$ cat src/sv/npc_pkg.sv
`timescale 1ns / 1ps
// shared constants, types and codes of the nearest profile classifier
package npc_pkg;

  localparam int MAX_PROFILES = 16;
  localparam int FEATURES     = 9;

  // field widths fixed by the stream format
  localparam int ACT_W   = 2;
  localparam int IDX_W   = 4;
  localparam int FIDX_W  = 4;
  localparam int VAL_W   = 7;
  localparam int DIST_W  = 9;
  localparam int CONF_W  = 10;
  localparam int LVL_W   = 2;
  localparam int CFG_W   = 5;
  localparam int IN_DW   = 16;
  localparam int OUT_DW  = 32;

  // derived sizes
  localparam int PROF_W    = (MAX_PROFILES > 1) ? $clog2(MAX_PROFILES) : 1;
  localparam int FEAT_W    = (FEATURES > 1) ? $clog2(FEATURES) : 1;
  localparam int REF_DEPTH = MAX_PROFILES * FEATURES;
  localparam int REF_AW    = (REF_DEPTH > 1) ? $clog2(REF_DEPTH) : 1;
  localparam int SQ_W      = 2 * VAL_W;
  localparam int SUM_MAX   = FEATURES * ((1 << VAL_W) - 1) * ((1 << VAL_W) - 1);
  localparam int SUM_W     = $clog2(SUM_MAX + 1);
  localparam int ROOT_W    = (SUM_W + 1) / 2;
  localparam int ROOT_BIT0 = 2 * (ROOT_W - 1);

  // confidence scaling: floor((300 - r) * 10 / 3) as a reciprocal multiply
  localparam int CONF_BASE  = 300;
  localparam int CONF_MUL   = 436910;
  localparam int CONF_MUL_W = 19;
  localparam int CONF_SHIFT = 17;
  localparam int CONF_HIGH  = 800;
  localparam int CONF_MED   = 600;

  localparam logic [CFG_W-1:0] CFG_RESET = CFG_W'(9);

  typedef enum logic [ACT_W-1:0] {
    ACT_REF_WRITE    = 2'd0,
    ACT_SAMPLE_WRITE = 2'd1,
    ACT_CLASSIFY     = 2'd2,
    ACT_NONE         = 2'd3
  } action_t;

  typedef enum logic [LVL_W-1:0] {
    LVL_LOW    = 2'd0,
    LVL_MEDIUM = 2'd1,
    LVL_HIGH   = 2'd2
  } level_t;

  typedef enum logic [2:0] {
    ST_IDLE,
    ST_SCAN,
    ST_DRAIN,
    ST_ROOT,
    ST_DONE
  } state_t;

  typedef struct packed {
    logic              done;
    logic [DIST_W-1:0] root;
  } root_res_t;

endpackage

$ cat src/sv/npc_ref_mem.sv
`timescale 1ns / 1ps
// reference feature memory, one write port and one registered read port
module npc_ref_mem (
  input  logic                        clk,
  input  logic                        wr_en,
  input  logic [npc_pkg::REF_AW-1:0]  wr_addr,
  input  logic [npc_pkg::VAL_W-1:0]   wr_data,
  input  logic [npc_pkg::REF_AW-1:0]  rd_addr,
  output logic [npc_pkg::VAL_W-1:0]   rd_data
);

  logic [npc_pkg::VAL_W-1:0] mem [npc_pkg::REF_DEPTH];
  logic [npc_pkg::VAL_W-1:0] rd_data_r;

  always_ff @(posedge clk) begin
    if (wr_en) begin
      mem[wr_addr] <= wr_data;
    end
  end

  always_ff @(posedge clk) begin
    rd_data_r <= mem[rd_addr];
  end

  assign rd_data = rd_data_r;

endmodule

$ cat src/sv/npc_root.sv
`timescale 1ns / 1ps
// iterative integer square root, two bits of the radicand per cycle
module npc_root (
  input  logic                       clk,
  input  logic                       rst_n,
  input  logic                       start,
  input  logic [npc_pkg::SUM_W-1:0]  value,
  output npc_pkg::root_res_t         res
);

  logic                       busy_r, busy_nxt;
  logic                       done_r, done_nxt;
  logic [npc_pkg::SUM_W-1:0]  rem_r, rem_nxt;
  logic [npc_pkg::SUM_W-1:0]  acc_r, acc_nxt;
  logic [npc_pkg::SUM_W-1:0]  bit_r, bit_nxt;
  logic [npc_pkg::SUM_W:0]    trial;

  assign trial = {1'b0, acc_r} + {1'b0, bit_r};

  always_comb begin
    busy_nxt = busy_r;
    done_nxt = 1'b0;
    rem_nxt  = rem_r;
    acc_nxt  = acc_r;
    bit_nxt  = bit_r;
    if (start) begin
      busy_nxt = 1'b1;
      rem_nxt  = value;
      acc_nxt  = '0;
      bit_nxt  = npc_pkg::SUM_W'(1) << npc_pkg::ROOT_BIT0;
    end else if (busy_r) begin
      if ({1'b0, rem_r} >= trial) begin
        rem_nxt = rem_r - trial[npc_pkg::SUM_W-1:0];
        acc_nxt = (acc_r >> 1) + bit_r;
      end else begin
        acc_nxt = acc_r >> 1;
      end
      bit_nxt = bit_r >> 2;
      // last step when the trial bit sits at the bottom
      if (bit_r[0]) begin
        busy_nxt = 1'b0;
        done_nxt = 1'b1;
      end
    end
  end

  always_ff @(posedge clk) begin
    if (!rst_n) begin
      busy_r <= 1'b0;
      done_r <= 1'b0;
    end else begin
      busy_r <= busy_nxt;
      done_r <= done_nxt;
    end
  end

  always_ff @(posedge clk) begin
    rem_r <= rem_nxt;
    acc_r <= acc_nxt;
    bit_r <= bit_nxt;
  end

  assign res.done = done_r;
  assign res.root = acc_r[npc_pkg::DIST_W-1:0];

endmodule

$ cat src/sv/nearest_profile_classifier.sv
`timescale 1ns / 1ps
// top level of the nearest profile classifier: stream ports, scan sequencer, result stage
//
//  channel  direction  beat content
//  in_      slave      tuser: action; tdata: profile_index, feature_index, feature_value
//  out_     master     tdata: best_index, distance_root, confidence_tenths, quality_level
//  cfg_     write      profiles_in_use, 5 bits, no read-back
//
// write beats (reference or sample feature) are taken back to back while idle
// a classify beat scans the N profiles in use, one reference
//   read per cycle through the single memory port, then runs a 9-step square root
// in_tready stays low from a classify beat until its result is loaded into the
//   output register; the output register lets the next beat in while it waits
// rst_n is synchronous, active low; the reference memory is not cleared
// a stalled result holds the sequencer in its last state until taken
module nearest_profile_classifier (
  input  logic                         clk,
  input  logic                         rst_n,
  // beat: [3:0] profile_index, [7:4] feature_index, [14:8] feature_value, [15] zero
  input  logic [npc_pkg::IN_DW-1:0]    in_tdata,
  // beat: [1:0] action
  input  logic [npc_pkg::ACT_W-1:0]    in_tuser,
  input  logic                         in_tvalid,
  output logic                         in_tready,
  // beat: [3:0] best_index, [12:4] distance_root, [22:13] confidence_tenths,
  //       [24:23] quality_level, [31:25] zero
  output logic [npc_pkg::OUT_DW-1:0]   out_tdata,
  output logic                         out_tvalid,
  input  logic                         out_tready,
  input  logic                         cfg_we,
  input  logic [npc_pkg::CFG_W-1:0]    cfg_wdata
);

  // input fields
  npc_pkg::action_t                 in_act;
  logic [npc_pkg::IDX_W-1:0]        in_prof;
  logic [npc_pkg::FIDX_W-1:0]       in_feat;
  logic [npc_pkg::VAL_W-1:0]        in_val;
  logic                             in_beat;

  assign in_act  = npc_pkg::action_t'(in_tuser);
  assign in_prof = in_tdata[3:0];
  assign in_feat = in_tdata[7:4];
  assign in_val  = in_tdata[14:8];
  assign in_beat = in_tvalid && in_tready;

  // configuration
  logic [npc_pkg::CFG_W-1:0]  cfg_r;
  logic [npc_pkg::PROF_W-1:0] last_prof;

  always_ff @(posedge clk) begin
    if (!rst_n) begin
      cfg_r <= npc_pkg::CFG_RESET;
    end else if (cfg_we) begin
      cfg_r <= cfg_wdata;
    end
  end

  // zero counts as one profile, anything above the table size as the full table
  always_comb begin
    if (cfg_r == '0) begin
      last_prof = '0;
    end else if (32'(cfg_r) > npc_pkg::MAX_PROFILES) begin
      last_prof = npc_pkg::PROF_W'(npc_pkg::MAX_PROFILES - 1);
    end else begin
      last_prof = npc_pkg::PROF_W'(cfg_r - 1'b1);
    end
  end

  // sample store, cleared by reset
  logic [npc_pkg::VAL_W-1:0] sample_r [npc_pkg::FEATURES];
  logic feat_ok, prof_ok;

  assign feat_ok = 32'(in_feat) < npc_pkg::FEATURES;
  assign prof_ok = 32'(in_prof) < npc_pkg::MAX_PROFILES;

  always_ff @(posedge clk) begin
    if (!rst_n) begin
      for (int i = 0; i < npc_pkg::FEATURES; i++) begin
        sample_r[i] <= '0;
      end
    end else if (in_beat && in_act == npc_pkg::ACT_SAMPLE_WRITE && feat_ok) begin
      sample_r[in_feat[npc_pkg::FEAT_W-1:0]] <= in_val;
    end
  end

  // sequencer
  npc_pkg::state_t state_r, state_nxt;
  logic [npc_pkg::PROF_W-1:0] p_r, p_nxt;
  logic [npc_pkg::FEAT_W-1:0] f_r, f_nxt;
  logic [npc_pkg::REF_AW-1:0] addr_r, addr_nxt;
  logic issue, root_start, out_load, out_free;
  logic last_feat, last_issue;

  // pipeline: stage 1 holds the operands, stage 2 the square
  logic                       s1_v_r, s1_last_r;
  logic [npc_pkg::PROF_W-1:0] s1_p_r;
  logic [npc_pkg::VAL_W-1:0]  s1_samp_r;
  logic [npc_pkg::VAL_W-1:0]  ref_q;
  logic                       s2_v_r, s2_last_r;
  logic [npc_pkg::PROF_W-1:0] s2_p_r;
  logic [npc_pkg::SQ_W-1:0]   s2_sq_r;
  logic [npc_pkg::VAL_W-1:0]  abs_diff;

  logic [npc_pkg::SUM_W-1:0]  sum_r, acc;
  logic [npc_pkg::SUM_W-1:0]  best_sum_r;
  logic [npc_pkg::PROF_W-1:0] best_r;

  npc_pkg::root_res_t root_res;

  logic out_valid_r;

  assign last_feat  = 32'(f_r) == npc_pkg::FEATURES - 1;
  assign last_issue = last_feat && (p_r == last_prof);
  assign out_free   = !out_valid_r || out_tready;

  // next state
  always_comb begin
    state_nxt = state_r;
    case (state_r)
      npc_pkg::ST_IDLE: begin
        if (in_beat && in_act == npc_pkg::ACT_CLASSIFY) begin
          state_nxt = npc_pkg::ST_SCAN;
        end
      end
      npc_pkg::ST_SCAN: begin
        if (last_issue) begin
          state_nxt = npc_pkg::ST_DRAIN;
        end
      end
      npc_pkg::ST_DRAIN: begin
        if (!s1_v_r && !s2_v_r) begin
          state_nxt = npc_pkg::ST_ROOT;
        end
      end
      npc_pkg::ST_ROOT: begin
        if (root_res.done) begin
          state_nxt = npc_pkg::ST_DONE;
        end
      end
      npc_pkg::ST_DONE: begin
        if (out_free) begin
          state_nxt = npc_pkg::ST_IDLE;
        end
      end
      default: state_nxt = npc_pkg::ST_IDLE;
    endcase
  end

  // state outputs
  always_comb begin
    in_tready  = 1'b0;
    issue      = 1'b0;
    root_start = 1'b0;
    out_load   = 1'b0;
    case (state_r)
      npc_pkg::ST_IDLE:  in_tready  = 1'b1;
      npc_pkg::ST_SCAN:  issue      = 1'b1;
      npc_pkg::ST_DRAIN: root_start = !s1_v_r && !s2_v_r;
      npc_pkg::ST_ROOT:  ;
      npc_pkg::ST_DONE:  out_load   = out_free;
      default:           ;
    endcase
  end

  // scan counters walk profile by profile, feature by feature
  always_comb begin
    p_nxt    = p_r;
    f_nxt    = f_r;
    addr_nxt = addr_r;
    if (state_r == npc_pkg::ST_IDLE) begin
      p_nxt    = '0;
      f_nxt    = '0;
      addr_nxt = '0;
    end else if (issue) begin
      addr_nxt = addr_r + 1'b1;
      if (last_feat) begin
        f_nxt = '0;
        p_nxt = p_r + 1'b1;
      end else begin
        f_nxt = f_r + 1'b1;
      end
    end
  end

  always_ff @(posedge clk) begin
    if (!rst_n) begin
      state_r <= npc_pkg::ST_IDLE;
      s1_v_r  <= 1'b0;
      s2_v_r  <= 1'b0;
    end else begin
      state_r <= state_nxt;
      s1_v_r  <= issue;
      s2_v_r  <= s1_v_r;
    end
  end

  always_ff @(posedge clk) begin
    p_r       <= p_nxt;
    f_r       <= f_nxt;
    addr_r    <= addr_nxt;
    s1_last_r <= last_feat;
    s1_p_r    <= p_r;
    s1_samp_r <= sample_r[f_r];
    s2_last_r <= s1_last_r;
    s2_p_r    <= s1_p_r;
    s2_sq_r   <= npc_pkg::SQ_W'(abs_diff) * npc_pkg::SQ_W'(abs_diff);
  end

  // reference memory: written by reference beats, read by the scan
  logic                       ref_we;
  logic [npc_pkg::REF_AW-1:0] ref_waddr;

  assign ref_we    = in_beat && in_act == npc_pkg::ACT_REF_WRITE && prof_ok && feat_ok;
  assign ref_waddr = npc_pkg::REF_AW'(32'(in_prof) * npc_pkg::FEATURES)
                   + npc_pkg::REF_AW'(in_feat);

  npc_ref_mem u_ref_mem (
    .clk     (clk),
    .wr_en   (ref_we),
    .wr_addr (ref_waddr),
    .wr_data (in_val),
    .rd_addr (addr_r),
    .rd_data (ref_q)
  );

  assign abs_diff = (s1_samp_r >= ref_q) ? (s1_samp_r - ref_q) : (ref_q - s1_samp_r);

  // accumulate per profile; keep the first strict minimum, profile 0 always seeds it
  assign acc = sum_r + npc_pkg::SUM_W'(s2_sq_r);

  always_ff @(posedge clk) begin
    if (state_r == npc_pkg::ST_IDLE) begin
      sum_r <= '0;
    end else if (s2_v_r) begin
      if (s2_last_r) begin
        sum_r <= '0;
        if (s2_p_r == '0 || acc < best_sum_r) begin
          best_sum_r <= acc;
          best_r     <= s2_p_r;
        end
      end else begin
        sum_r <= acc;
      end
    end
  end

  npc_root u_root (
    .clk   (clk),
    .rst_n (rst_n),
    .start (root_start),
    .value (best_sum_r),
    .res   (root_res)
  );

  // confidence and level from the root
  logic [npc_pkg::DIST_W-1:0]                    root_q;
  logic [npc_pkg::DIST_W-1:0]                    conf_base_diff;
  logic [npc_pkg::DIST_W+npc_pkg::CONF_MUL_W-1:0] conf_prod;
  logic [npc_pkg::CONF_W-1:0]                    conf;
  npc_pkg::level_t                               level;

  assign root_q = root_res.root;

  always_comb begin
    if (32'(root_q) < npc_pkg::CONF_BASE) begin
      conf_base_diff = npc_pkg::DIST_W'(npc_pkg::CONF_BASE) - root_q;
    end else begin
      conf_base_diff = '0;
    end
    conf_prod = (npc_pkg::DIST_W + npc_pkg::CONF_MUL_W)'(conf_base_diff)
              * (npc_pkg::DIST_W + npc_pkg::CONF_MUL_W)'(npc_pkg::CONF_MUL);
    conf = conf_prod[npc_pkg::CONF_SHIFT +: npc_pkg::CONF_W];
    if (32'(conf) >= npc_pkg::CONF_HIGH) begin
      level = npc_pkg::LVL_HIGH;
    end else if (32'(conf) >= npc_pkg::CONF_MED) begin
      level = npc_pkg::LVL_MEDIUM;
    end else begin
      level = npc_pkg::LVL_LOW;
    end
  end

  // output register
  logic [npc_pkg::OUT_DW-1:0] out_data_r;

  always_ff @(posedge clk) begin
    if (!rst_n) begin
      out_valid_r <= 1'b0;
    end else if (out_load) begin
      out_valid_r <= 1'b1;
    end else if (out_tready) begin
      out_valid_r <= 1'b0;
    end
  end

  always_ff @(posedge clk) begin
    if (out_load) begin
      out_data_r <= {7'd0, level, conf, root_q, npc_pkg::IDX_W'(best_r)};
    end
  end

  assign out_tvalid = out_valid_r;
  assign out_tdata  = out_data_r;

endmodule

$ cat config.mk
export PLATFORM = sky130hd
export DESIGN_NAME = nearest_profile_classifier
export DESIGN_NICKNAME = d
export VERILOG_FILES = /design/src/sv/npc_pkg.sv /design/src/sv/npc_ref_mem.sv /design/src/sv/npc_root.sv /design/src/sv/nearest_profile_classifier.sv
export SDC_FILE = /design/constraint.sdc
export NUM_CORES = 2
export LEC_CHECK = 0
export BUFFER_PORTS_ARGS = -buffer_cell sky130_fd_sc_hd__buf_2
export CAP_MARGIN = 20
export CORE_ASPECT_RATIO = 0.5
export CORE_UTILIZATION = 30
export DETAILED_ROUTE_END_ITERATION = 6
export HOLD_SLACK_MARGIN = 0.03
export PLACE_DENSITY_LB_ADDON = 0.12
export SKIP_LAST_GASP = 1
export SYNTH_ARGS = -nofsm -noshare
export SYNTH_HDL_FRONTEND = slang
export SYNTH_HIERARCHICAL = 1
export SYNTH_SLANG_ARGS = --single-unit
$ cat constraint.sdc
create_clock -name clk -period 17.5 [get_ports clk]
set_clock_uncertainty 0.2 [all_clocks]
set_input_delay 2.625 -clock clk [delete_from_list [all_inputs] [get_ports clk]]
set_output_delay 2.625 -clock clk [all_outputs]
set_load 0.01 [all_outputs]
# After elaboration in Yosys (flattened, before gate mapping)
# Memories as Yosys holds them, arrays and structs flattened. A register that Yosys moved wholly into a read port is not among the register bits.
# Index checks and enable logic that the tools add are counted.
# totals
ram_bits	1071
elab_cells	126
inputBits	28
register_bits	163
latchBits	0
memories	2
out_inout_bits	34
rom_bits	0
# op_classes
n_div	0
shift	0
n_mux	36
reduce_logical	26
n_eq_ne	13
add_sub_neg	12
bitwise_logic	3
n_mul	3
order_cmp	8
# mem_list
memory	words	width	read_ports	rd_ports_with_merged_regs	wr	line	rtl
u_ref_mem.mem	144	7	1	1	1	npc_ref_mem.sv:12	logic [npc_pkg::VAL_W-1:0] mem [npc_pkg::REF_DEPTH];
sample_r	9	7	1	1	9	nearest_profile_classifier.sv:71	logic [npc_pkg::VAL_W-1:0] sample_r [npc_pkg::FEATURES];
# ops
operator	count
two-way mux 18 bit	5
multiplier 9 x 18 -> 26 bit, second input constant	1
greater-or-equal comparator 10 bit, second input constant	2
adder 18 x 17 -> 19 bit	1
greater-or-equal comparator 18 x 19 -> 1 bit	1
adder 17 x 17 -> 18 bit	1
adder 18 x 14 -> 18 bit	1
less-than comparator 18 bit	1
two-way mux 1 bit	18
subtractor 18 bit	1
two-way mux 4 bit	4
two-way mux 3 bit	5
one-hot mux 3 bit (5 select lines)	1
multiplier 7 x 7 -> 14 bit	1
two-way mux 7 bit	2
subtractor 7 bit	2
less-than comparator 9 bit, second input constant	1
two-way mux 9 bit	1
subtractor 9 bit, first input constant	1
adder 4 x 1 -> 4 bit, second input constant	2
adder 8 x 1 -> 8 bit, second input constant	1
adder 8 x 4 -> 8 bit	1
logical AND 1 bit	8
multiplier 4 x 4 -> 8 bit, second input constant	1
26 further kinds	38

# Depth between registers and ports, before layout
# depth
depth_word	10
mapped_depth	29
mapped_depth_nobuf	28

# By module
# Netlist, hierarchy kept.
# by_module_without_submodules
mod	instances	cells_per_inst	seq_area_each_um2	area_per_inst_um2
npc_ref_mem	1	1878	30409.2	39648.0
nearest_profile_classifier	1	1271	6276.0	14411.3
npc_root	1	453	1121.1	3906.2

# Worst setup path after synthesis
# No wires, ideal clock.
# synth_path
path_kind	register to register
start	reg s1_samp_r[1] in the netlist's numbering (read register of sample_r)
end	reg s2_sq_r[12] in the netlist's numbering
path_slack_ps	11212
setup_ps	121
path_stages_with_launch	27
t_required_ps	17179
n_path_buf	0
period_less_slack_ps	6288
arrival_time_ps	5966
path_cell_list	dfxtp_1 > inv_1 > ha_1 > nor2b_1 > o21ai_1 > a2111oi_4 > nor2_4 > a311oi_1 > o22ai_1 > a21oi_2 > xor2_2 > nand2b_1 > inv_1 > fa_1 > inv_1 > fa_1 > fa_1 > inv_1 > fa_1 > ha_1 > o21a_1 > o21a_1 > o21a_1 > o21a_1 > o21a_1 > mux2i_1 > nand2_1
# synth_via
elab_chain_cells	3
word_cells_on_any_way	5
classes_between	2 x add/sub; 1 x mul; 1 x order compare; 1 x mux
# synth_lines
element	line	rtl
start, declared	nearest_profile_classifier.sv:98	logic [npc_pkg::VAL_W-1:0] s1_samp_r;
subtractor 7 bit / greater-or-equal comparator 7 bit (equally long branches)	nearest_profile_classifier.sv:227	assign abs_diff = (s1_samp_r >= ref_q) ? (s1_samp_r - ref_q) : (ref_q - s1_samp_r);
two-way mux 7 bit *	nearest_profile_classifier.sv:227	
multiplier 7 x 7 -> 14 bit *	nearest_profile_classifier.sv:207	s2_sq_r <= npc_pkg::SQ_W'(abs_diff) * npc_pkg::SQ_W'(abs_diff);
end signal, assigned	nearest_profile_classifier.sv:207	
end, declared	nearest_profile_classifier.sv:102	logic [npc_pkg::SQ_W-1:0] s2_sq_r;
# Mark *: on every way between the ends. The rest lies on a longest branch, timed or not.
# A chain may end at the register's enable or synchronous reset.

# Worst setup path after layout
# layout_path
start	reg s1_samp_r[2] in the netlist's numbering (read register of sample_r)
end	reg s2_sq_r[12] in the netlist's numbering
# Same word-level chain as after synthesis.

==> results.sh <==
export IMPL_run_status="complete, but fails checks"
export IMPL_violations="design-rule violations"
export IMPL_grt_pass1_vias=32100
export IMPL_finalCriticalPeriod_ps=7140
export IMPL_wire_per_inst_um=23.5
export IMPL_fmax_ghz=0.140
export IMPL_cts_tree="built"
export IMPL_track_usage=0.152
export IMPL_num_vias=31300
export IMPL_critical_path_class="flip-flop to flip-flop"
export IMPL_start_util=0.304
export IMPL_cts_hold_buf=0
export IMPL_drc=13
export IMPL_worstPathArrival_ps=7560
export IMPL_final_util=0.342
export IMPL_yosysWarnings=6
export IMPL_cts_resized=0
export IMPL_drv_slew=0
export IMPL_worst_hold_slack_ps=127
export IMPL_grt_ovfl_total=0
export IMPL_place_gp_congestion=0.772
export IMPL_wl_mm=149
export IMPL_ant_nets=0
export IMPL_yosys_area_top_type="edfxtp_1"
export IMPL_dr_pass1_iters=7
export IMPL_io_buffers=53
export IMPL_cts_buffers=138
export IMPL_yosysUniqueCellTypes=91
export IMPL_grt_antenna_before_repair=6
export IMPL_cts_setup_buffers=0
export IMPL_seq_area_mm2=0.0378
export IMPL_power_density_mw_per_mm2=191
export IMPL_irDropWorstVdd_mv=0.364
export IMPL_rows=113
export IMPL_cts_max_level=4
export IMPL_nFillCells=18400
export IMPL_synth_common_cells="edfxtp_1 (1,185), nor2_1 (305), mux4_2 (258)"
export IMPL_ios=62
export IMPL_layout_drive_gt1_share=0.158
export IMPL_yosysMostFrequentCell="edfxtp_1"
export IMPL_die_area_mm2=0.195
export IMPL_dp_hpwl_mm=95.1
export IMPL_fin_crit_sh=0.408
export IMPL_synth_top_cell_area_share=0.614
export IMPL_avgSynthCellArea_um2=16.1
export IMPL_synth_edf_count=1185
export IMPL_syn_inst=3602
export IMPL_viasPerCell=4.93
export IMPL_rsz0062_at_grt="no"
export IMPL_clockBufferDepth=4
export IMPL_areaGrowthSynthToFinish_pct=12.5
export IMPL_p_leak_nw=21.3
export IMPL_worst_pin_slew_ps=1280
export IMPL_grt_start_max_net_pins=107
export IMPL_crit_required_ps=17910
export IMPL_clk_pin_slew_worst_paths_ps=60
export IMPL_synth_area_leaders="edfxtp_1 (61%), mux4_2 (10%), ha_1 (3.8%), dfxtp_1 (3.8%), mux2i_1 (2.1%)"
export IMPL_nNetsFinal=3993
export IMPL_drt_initial_drc_count=2236
export IMPL_clk_latency_ps=790
export IMPL_setup_tns_final_ps=0
export IMPL_coreArea_mm2=0.191
export IMPL_clock_tree_root_cell="clkbuf_16"
export IMPL_start_kind="flip-flop"
export IMPL_hold_viol=0
export IMPL_cts_sinks=1296
export IMPL_setup_violations=0
export IMPL_multi_input_area_mm2=0.0187
export IMPL_seq_area_frac_synth=0.652
export IMPL_synth_seq_cells=1296
export IMPL_cap_violations=0
export IMPL_endpoint_kind="flip-flop"
export IMPL_crit_fanout=13
export IMPL_fp_dieH_um=313
export IMPL_netlist_area_mm2=0.0580
export IMPL_hold_path_class="flip-flop to flip-flop"
export IMPL_grt_pass1_wl_mm=220
export IMPL_async_flop_share=0
export IMPL_synthFlopType="edfxtp_1"
export IMPL_slew_headroom=0.139
export IMPL_dieWidth_um=624
## through the flow
stage / worst slack (ps) / power (mW) / cells / instance area, um^2
finish: 10360 / 12.4 / 6354 / 65200
global route: 9750 / 13.7 / 6353 / 65200
CTS: 10310 / 12.7 / 6350 / 65200
detailed placement: 9960 / 9.82 / 6116 / 61100
global placement: 10020 / 9.86 / 6114 / 61100
floorplan: 11210 / 8.49 / 3657 / 58200
## routing by layer
layer	global-route usage	up-vias	wire length, um
li1	-	14100	-
met1	0.209	16300	67600
met2	0.246	713	70100
met3	0.0331	175	8470
met4	0.0362	0	3150
met5	0	-	0
## critical path, stage by stage (launching register included)
cell and delay, ps:
dfxtp_1 340, inv_1 50, ha_1 570, o21ai_1 210, a2111oi_4 560, nor2_4 160
mux2i_1 310, o22ai_1 160, a21oi_2 200, xor2_2 390, nand2b_1 220, inv_1 80
fa_1 500, inv_1 60, fa_1 500, fa_1 550, inv_1 50, fa_1 450
ha_1 350, o21a_1 140, o21a_1 190, o21a_1 180, o21a_1 180, o21a_1 200
mux2i_1 150, nand2_1 70
## power breakdown
part	internal, mW	switching, mW	total (mW)
registers	3.67	0.0907	3.76
logic	2.54	3.36	5.90
clock network	1.56	1.21	2.77
## cells in the final DEF (no fill, tap or decap), drive strengths merged, types with 81 or more instances in the layout
| master | n |
|---|---|
| a21oi | 99 |
| and2 | 81 |
| buf | 100 |
| clkbuf | 171 |
| dfxtp | 111 |
| edfxtp | 1185 |
| ha | 178 |
| inv | 177 |
| mux2i | 122 |
| mux4 | 264 |
| nand2 | 142 |
| nor2 | 306 |
## cell families after synthesis
kind of cell,count (synthesis),share of synthesized area
flip-flops,1296,0.652
AND/OR/NAND/NOR,767,0.0630
AO/OA/AOI/OAI,463,0.0560
multiplexers,398,0.126
buffers and inverters,345,0.0287
adder cells (fa/ha/maj),236,0.0585
XOR/XNOR,96,0.0152
other,1,0.0000647
## final cells by class
type                            count  area share
Timing Repair Buffer              101      0.0108
Antenna cell                        1   0.0000384
Multi-Input combinational cell   2016       0.287
Clock buffer                      170      0.0556
Sequential cell                  1296       0.580
Tap cell                         2530      0.0486
Inverter                          176      0.0101
Clock inverter                     64     0.00745
## path summary, 6_finish.rpt
path	slack, ps	endpoint	cells after the start	start
worst min register to register	130	s2_p_r[0]	0	s1_p_r[0]
worst max-delay path	10360	s2_sq_r[12]	25	s1_samp_r[2]
worst max register to register	10360	s2_sq_r[12]	25	s1_samp_r[2]
worst min-delay path	130	s2_p_r[0]	0	s1_p_r[0]
## sequential cells by signal, summed over array words and instances, names as in the netlist, 5 cells and up
| register | flops |
|---|---|
| s1_samp_r | 7 |
| u_ref_mem/rd_data | 7 |
| u_root/rem_r | 18 |
| cfg_r | 5 |
| u_ref_mem/mem | 1008 |
| sum_r | 18 |
| s2_sq_r | 13 |
| u_root/acc_r | 18 |
| best_sum_r | 18 |
| addr_r | 8 |
| u_root/bit_r | 9 |
| out_tdata | 25 |
| sample_r | 112 |
Power figures use the tool's default switching activity.
